## src/sv/b64e_pkg.sv

```systemverilog
// ============================================================================
// b64e_pkg - shared types and helpers for the base64 encoder
// Group entry passed from the byte packer to the character emitter, and
// the sextet-to-character mapping of the standard alphabet.
// ============================================================================
package b64e_pkg;

    localparam logic [6:0] PAD_CHAR    = 7'h3D;  // '='
    localparam logic [5:0] SEXTET_MASK = 6'h3F;

    // One packed group of up to three bytes, first byte in the top bits
    typedef struct packed {
        logic [23:0] bits;
        logic [1:0]  nbytes;  // 1..3 valid bytes
        logic        eom;     // group closes the message
    } grp_t;

    // Standard alphabet: A-Z, a-z, 0-9, '+', '/'
    function automatic logic [6:0] sextet_char(input logic [5:0] v);
        logic [6:0] c;
        begin
            c = 7'h2F;  // '/'
            if (v < 6'd26) begin
                c = 7'h41 + {1'b0, v};
            end
            else if (v < 6'd52) begin
                c = 7'h61 + {1'b0, v} - 7'd26;
            end
            else if (v < 6'd62) begin
                c = 7'h30 + {1'b0, v} - 7'd52;
            end
            else if (v == 6'd62) begin
                c = 7'h2B;  // '+'
            end
            return c;
        end
    endfunction

endpackage

```

## src/sv/b64e_front.sv

```systemverilog
// ============================================================================
// b64e_front - byte packer
// Gathers input bytes into groups of three and pushes a group entry when a
// group completes or the message ends; partial groups stay pending here.
// ============================================================================
module b64e_front (
    input  logic             clk,
    input  logic             rst_n,
    input  logic             in_valid,
    output logic             in_ready,
    input  logic [7:0]       in_byte,
    input  logic             in_last,
    output logic             push,
    output b64e_pkg::grp_t   push_grp,
    input  logic             q_full
);
    import b64e_pkg::*;

    logic [15:0] bytes_reg;
    logic [15:0] bytes_next;
    logic [1:0]  count_reg;
    logic [1:0]  count_next;
    logic        accept;
    logic [23:0] grp_bits;
    logic [1:0]  nbytes;

    assign in_ready = !q_full;
    assign accept   = in_valid && in_ready;

    // merge the new byte with the pending ones
    always_comb
    begin
        unique case (count_reg)
            2'd1:
            begin
                grp_bits = {bytes_reg[15:8], in_byte, 8'h00};
                nbytes   = 2'd2;
            end
            2'd2:
            begin
                grp_bits = {bytes_reg, in_byte};
                nbytes   = 2'd3;
            end
            default:
            begin
                grp_bits = {in_byte, 16'h0000};
                nbytes   = 2'd1;
            end
        endcase
    end

    assign push            = accept && (nbytes == 2'd3 || in_last);
    assign push_grp.bits   = grp_bits;
    assign push_grp.nbytes = nbytes;
    assign push_grp.eom    = in_last;

    // pending state update
    always_comb
    begin
        bytes_next = bytes_reg;
        count_next = count_reg;
        if (push) begin
            bytes_next = 16'h0000;
            count_next = 2'd0;
        end
        else if (accept) begin
            bytes_next = grp_bits[23:8];
            count_next = nbytes;
        end
    end

    always_ff @(posedge clk or negedge rst_n)
    begin
        if (!rst_n) begin
            bytes_reg <= 16'h0000;
            count_reg <= 2'd0;
        end
        else begin
            bytes_reg <= bytes_next;
            count_reg <= count_next;
        end
    end

endmodule

```

## src/sv/b64e_queue.sv

```systemverilog
// ============================================================================
// b64e_queue - two-entry group queue
// Decouples the byte packer from the character emitter.
// ============================================================================
module b64e_queue (
    input  logic             clk,
    input  logic             rst_n,
    input  logic             push,
    input  b64e_pkg::grp_t   push_grp,
    output logic             full,
    input  logic             pop,
    output logic             q_valid,
    output b64e_pkg::grp_t   q_grp
);
    import b64e_pkg::*;

    grp_t        mem [2];
    logic        wr_ptr_reg;
    logic        wr_ptr_next;
    logic        rd_ptr_reg;
    logic        rd_ptr_next;
    logic [1:0]  count_reg;
    logic [1:0]  count_next;

    assign full    = (count_reg == 2'd2);
    assign q_valid = (count_reg != 2'd0);
    assign q_grp   = mem[rd_ptr_reg];

    // storage
    always_ff @(posedge clk)
    begin
        if (push) begin
            mem[wr_ptr_reg] <= push_grp;
        end
    end

    // pointers and fill count
    always_comb
    begin
        wr_ptr_next = push ? !wr_ptr_reg : wr_ptr_reg;
        rd_ptr_next = pop ? !rd_ptr_reg : rd_ptr_reg;
        count_next  = count_reg + {1'b0, push} - {1'b0, pop};
    end

    always_ff @(posedge clk or negedge rst_n)
    begin
        if (!rst_n) begin
            wr_ptr_reg <= 1'b0;
            rd_ptr_reg <= 1'b0;
            count_reg  <= 2'd0;
        end
        else begin
            wr_ptr_reg <= wr_ptr_next;
            rd_ptr_reg <= rd_ptr_next;
            count_reg  <= count_next;
        end
    end

endmodule

```

## src/sv/b64e_back.sv

```systemverilog
// ============================================================================
// b64e_back - character emitter
// Turns the head group into four characters, one per cycle unless out_ready
// stalls, with '=' pad for short groups; drives a registered output beat.
// ============================================================================
module b64e_back (
    input  logic             clk,
    input  logic             rst_n,
    input  logic             q_valid,
    input  b64e_pkg::grp_t   q_grp,
    output logic             pop,
    output logic             out_valid,
    input  logic             out_ready,
    output logic [6:0]       out_char,
    output logic             out_last
);
    import b64e_pkg::*;

    logic        valid_reg;
    logic        valid_next;
    logic [6:0]  char_reg;
    logic [6:0]  char_next;
    logic        last_reg;
    logic        last_next;
    logic [1:0]  idx_reg;
    logic [1:0]  idx_next;
    logic        load;
    logic [4:0]  shift;
    logic [5:0]  sextet;

    assign load  = q_valid && (!valid_reg || out_ready);
    assign pop   = load && (idx_reg == 2'd3);

    // select the sextet for the current character slot
    assign shift  = 5'd18 - 5'd6 * {3'b000, idx_reg};
    assign sextet = 6'(q_grp.bits >> shift) & SEXTET_MASK;

    always_comb
    begin
        valid_next = valid_reg;
        char_next  = char_reg;
        last_next  = last_reg;
        idx_next   = idx_reg;
        if (load) begin
            valid_next = 1'b1;
            char_next  = (idx_reg <= q_grp.nbytes) ? sextet_char(sextet) : PAD_CHAR;
            last_next  = (idx_reg == 2'd3) && q_grp.eom;
            idx_next   = idx_reg + 2'd1;
        end
        else if (out_ready) begin
            valid_next = 1'b0;
        end
    end

    always_ff @(posedge clk or negedge rst_n)
    begin
        if (!rst_n) begin
            valid_reg <= 1'b0;
            idx_reg   <= 2'd0;
        end
        else begin
            valid_reg <= valid_next;
            idx_reg   <= idx_next;
        end
    end

    always_ff @(posedge clk)
    begin
        char_reg <= char_next;
        last_reg <= last_next;
    end

    assign out_valid = valid_reg;
    assign out_char  = char_reg;
    assign out_last  = last_reg;

endmodule

```

## src/sv/base64_encoder_unit.sv

```systemverilog
// A group closed by an accepted byte is written into the group queue; the emitter
// then registers its first character into the output register behind m_axis_tvalid.
// Throughput: one character per cycle from the emitter while the output is not stalled,
// four per group; a two-entry group queue absorbs bursts.
// Reset: rst_n asynchronous, active low; clears pending bytes, queue and output.
// Partial groups produce nothing until the byte marked last arrives.
// ============================================================================
// base64_encoder_unit - streaming base64 encoder, standard alphabet
// Byte packer, group queue and character emitter; '=' pads short final groups.
// ============================================================================
module base64_encoder_unit (
    input  logic        clk,
    input  logic        rst_n,
    input  logic        s_axis_tvalid,
    output logic        s_axis_tready,
    input  logic [7:0]  s_axis_tdata,   // [7:0] data_byte
    input  logic        s_axis_tlast,   // end_of_message
    output logic        m_axis_tvalid,
    input  logic        m_axis_tready,
    output logic [7:0]  m_axis_tdata,   // [6:0] out_char, [7] zero
    output logic        m_axis_tlast    // final_char
);
    import b64e_pkg::*;

    logic        push;
    grp_t        push_grp;
    logic        q_full;
    logic        pop;
    logic        q_valid;
    grp_t        q_grp;
    logic [6:0]  out_char;

    b64e_front u_front (
        .clk      (clk),
        .rst_n    (rst_n),
        .in_valid (s_axis_tvalid),
        .in_ready (s_axis_tready),
        .in_byte  (s_axis_tdata),
        .in_last  (s_axis_tlast),
        .push     (push),
        .push_grp (push_grp),
        .q_full   (q_full)
    );

    b64e_queue u_queue (
        .clk      (clk),
        .rst_n    (rst_n),
        .push     (push),
        .push_grp (push_grp),
        .full     (q_full),
        .pop      (pop),
        .q_valid  (q_valid),
        .q_grp    (q_grp)
    );

    b64e_back u_back (
        .clk       (clk),
        .rst_n     (rst_n),
        .q_valid   (q_valid),
        .q_grp     (q_grp),
        .pop       (pop),
        .out_valid (m_axis_tvalid),
        .out_ready (m_axis_tready),
        .out_char  (out_char),
        .out_last  (m_axis_tlast)
    );

    assign m_axis_tdata = {1'b0, out_char};

endmodule
```

## config.mk

```make
export PLATFORM = sky130hd
export DESIGN_NAME = base64_encoder_unit
export DESIGN_NICKNAME = d
export VERILOG_FILES = /design/src/sv/b64e_pkg.sv /design/src/sv/b64e_front.sv /design/src/sv/b64e_queue.sv /design/src/sv/b64e_back.sv /design/src/sv/base64_encoder_unit.sv
export SDC_FILE = /design/constraint.sdc
export NUM_CORES = 1
export LEC_CHECK = 0
export BUFFER_PORTS_ARGS = -buffer_cell sky130_fd_sc_hd__buf_2
export CORE_ASPECT_RATIO = 0.8
export CORE_MARGIN = 8
export CORE_UTILIZATION = 45
export CTS_BUF_LIST = sky130_fd_sc_hd__clkbuf_16
export CTS_CLUSTER_SIZE = 40
export DETAILED_ROUTE_END_ITERATION = 10
export PLACE_DENSITY = 0.62
export SYNTH_ARGS = -nofsm -noshare
export SYNTH_HDL_FRONTEND = slang
export SYNTH_SLANG_ARGS = --single-unit
export TNS_END_PERCENT = 50
```

## constraint.sdc

```tcl
create_clock -name clk -period 10.8 [get_ports clk]
set_input_delay 0.54 -clock clk [delete_from_list [all_inputs] [get_ports clk]]
set_output_delay 0.54 -clock clk [all_outputs]
set_load 0.05 [all_outputs]
```

==> metrics.md <==
| Metric | Value |
|---|---|
| WL final | 9890 um |
| Total die area | 14,200 um2 |
| ANT cells | 0 |
| Total track usage | 0.144 |
| Final Hold Viols | 0 |
| Slew margin rel. | 0.257 |
| WL/cell | 18.1 um |
| CP Launch Point | u_back.idx_reg[0]$_DFFE_PN0P_ |
| Initial antenna violation count | 0 |
| Fin cells | 548 |
| DP Cell Count | 532 |
| Cells on worst reg2reg path | 14 |
| Nets | 432 |
| Routed Antenna Nets | 0 |
| Area delta synth->final | 10.1% |
| Critical path depth in cells | 14 |
| RSZ-0062 raised after global routing | no |
| # setup viols final | 0 |
| Synthesized Nets | 417 |
| Register area share after synthesis | 0.519 |
| Worst Skew | 0.00950 ns |
| # port buffers | 22 |
| Status | complete, no violations |
| Die height | 108 um |
| Yosys warning count | 0 |
| Avg Inst Size Synth | 12.3 um2 |
| Most frequent cells in the layout | 62 x edfxtp_1, 44 x nand2_1, 25 x nor2_1, 25 x dfrtp_1, 22 x buf_2 |
| CP bufs+invs | 4 |
| Synth Flop Type | edfxtp_1 |
| Setup TNS | 0 ns |
| Layout cells sized above 1 | 0.176 |
| Final Max Slew Viols | 0 |
| Slowest CP cell | mux4_2 |
| Critical-path cell list | buf_4 -> inv_2 -> ha_1 -> buf_4 -> mux4_2 -> or3b_1 -> o31ai_1 -> o32a_1 -> inv_1 -> ha_1 -> a21oi_1 -> o21ai_1 -> o2111ai_1 -> o211ai_1 |
| Number of buffers created by CTS | 9 |
| Area leader, netlist | edfxtp_1 |
| Required @ worst endpoint | 10.86 ns |
| 1st-iter DRT viols | 274 |
| Critical path arrival | 4.40 ns |
| HP Class | in -> async |
| TritonCTS clock tree | built |
| Setup Crit Path Kind | reg -> reg |
| Netlist cell types | 53 |
| #FFs+latches synth | 87 |
| Slew @ Worst Pin | 1.11 ns |
| Area share of and/or/nand/nor cells after synthesis | 0.122 |
| Starting Density | 0.464 |
| CP Launch Type | flip-flop |
| Synthesized instance count | 388 |
| Largest net degree at the start of global routing | 33 |
| Number of flip-flops in the largest register | 54 |
| Fin crit period | 4.34 ns |
| Vias in the first global route | 3,069 |
| Hpwl dp | 7170 um |
| Core Footprint | 10,300 um2 |
| Main combinational cell family by area after synthesis | multiplexers |
| Congestion Overflow GR | 0 |
| Total of max-cap violations | 0 |
| RR Endpoint | u_back.out_char[3]$_SDFFCE_PN1P_ |
| Drt drc | 0 |
| TritonCTS sink count | 87 |
| Share of the synthesized area in the top cell type | 0.389 |
| Via density | 5.75 |
| Delay-heaviest family, CP | compound AO/OA/AOI/OAI gates |
| Max clock buf depth | 2 |
| Synth Area in Adders | 0.0418 |
| Worst-path maximum fanout | 29 |
| Compound-gate portion of the synthesized area | 0.106 |
| Async SR Flop Fraction | 0.287 |
| Post-synth EDFFs | 62 |
| Post-synthesis mux area share | 0.157 |
| Buffer count from post-CTS setup fixing | 0 |
| Hold-fix buffers, CTS | 0 |
| Setup crit end | u_back.out_char[3]$_SDFFCE_PN1P_ |
| I/O Pins | 24 |
| Routability cong. | 0.883 |
| H-Tree Depth | 3 |
| Rows | 33 |
| Post-synthesis xor/xnor area fraction | 0.0110 |
| CTS root buf | clkbuf_16 |
| Die X | 131 um |
| Max frequency | 231 MHz |
| Vias | 3,153 |
| Area of the mapped netlist | 4790 um2 |
| Post-CTS sizing | 0 |
| R2R Path Start | u_back.idx_reg[0]$_DFFE_PN0P_ |
| Clock-pin slew on the worst setup and hold paths | 0.07 ns |
| First-pass GRT wire length | 16,300 um |
| Register-to-register setup slack | 6.46 ns |
| Worst-skew pair later-pin latency | 0.33 ns |
| CP Capture Type | flip-flop |
| DR pass1 iterations | 4 |
| Commonest non-fill, non-tap cell in the layout | edfxtp_1 |
| Final Cycle Share | 0.401 |
| Largest cells by area after synthesis | edfxtp_1 39%, dfrtp_1 13%, mux4_2 9.9%, ha_1 4.2%, mux2i_1 4.0% |
| CP peak stage delay | 0.54 ns |
==> cell usage after synthesis, drive strengths merged (3+ instances only) <==
cell and instances:
a21o 3, a21oi 9, a22o 8, a22oi 10
and2 12, buf 12, clkbuf 11, dfrtp 25
edfxtp 62, ha 16, inv 15, mux2 8
mux2i 19, mux4 21, nand2 44, nand2b 11
nand3 7, nor2 25, nor2b 6, nor3 4
o21ai 21, xnor2 4
==> layer usage <==
layer | track usage | vias to the layer above | part of all wire
met5 | 0 | - | 0
met4 | 0.0409 | 0 | 0.0059
met3 | 0.0324 | 5 | 0.038
met2 | 0.211 | 81 | 0.43
met1 | 0.209 | 1593 | 0.52
li1 | - | 1474 | -
==> through the flow <==
step | setup WS, ns | hold slack [ns] | utilization | cell area (um2)
after floorplan | 7.09 | 0.244 | - | 4790
after global placement | 6.59 | 0.458 | 0.482 | 4980
after detailed placement | 6.50 | 0.464 | 0.482 | 4980
after CTS | 6.48 | 0.214 | 0.511 | 5270
after global routing | 6.12 | 0.255 | 0.511 | 5270
final | 6.46 | 0.198 | 0.511 | 5270
==> area by class of cell <==
class	count	area (um2)
clock buffers	9	225
repair buffers	27	148
fillers	899	5050
multi-input cells	262	2110
clock inverters	7	71.3
inverters	16	60.1
well taps	140	175
flip-flops and latches	87	2490
==> worst register-to-register path: cells and delay by family (launching register included) <==
family | cells | cell delay (ns)
AOI/OAI and AO/OA | 6 | 1.10
buffers and inverters | 4 | 1.03
adders and majority gates | 2 | 0.70
muxes | 1 | 0.55
and+or+nand+nor | 1 | 0.35
DFF | 1 | 0.32
==> logic make-up after synthesis <==
| family | Yosys count |
|---|---|
| xor+xnor | 6 |
| buf+inv | 39 |
| simple gates | 119 |
| fa+ha+maj | 16 |
| mux | 48 |
| other cells | 1 |
| flops | 87 |
| compound gates | 72 |
==> how the worst min path moves through the flow <==
stage	slack [ns]	start	cells after the start	end
after CTS	0.21	rst_n	1	u_front.bytes_reg[10]$_DFFE_PN0P_
after detailed placement	0.46	u_front.bytes_reg[11]$_DFFE_PN0P_	2	u_front.bytes_reg[11]$_DFFE_PN0P_
after floorplan	0.24	rst_n	0	u_back.idx_reg[0]$_DFFE_PN0P_
after global placement	0.46	u_front.bytes_reg[9]$_DFFE_PN0P_	2	u_front.bytes_reg[9]$_DFFE_PN0P_
after global routing	0.25	rst_n	1	u_front.bytes_reg[10]$_DFFE_PN0P_
final	0.20	rst_n	1	u_front.bytes_reg[10]$_DFFE_PN0P_
Power is not shown: default switching activity piles up to over one toggle a cycle in this logic, so the estimate is an artifact.
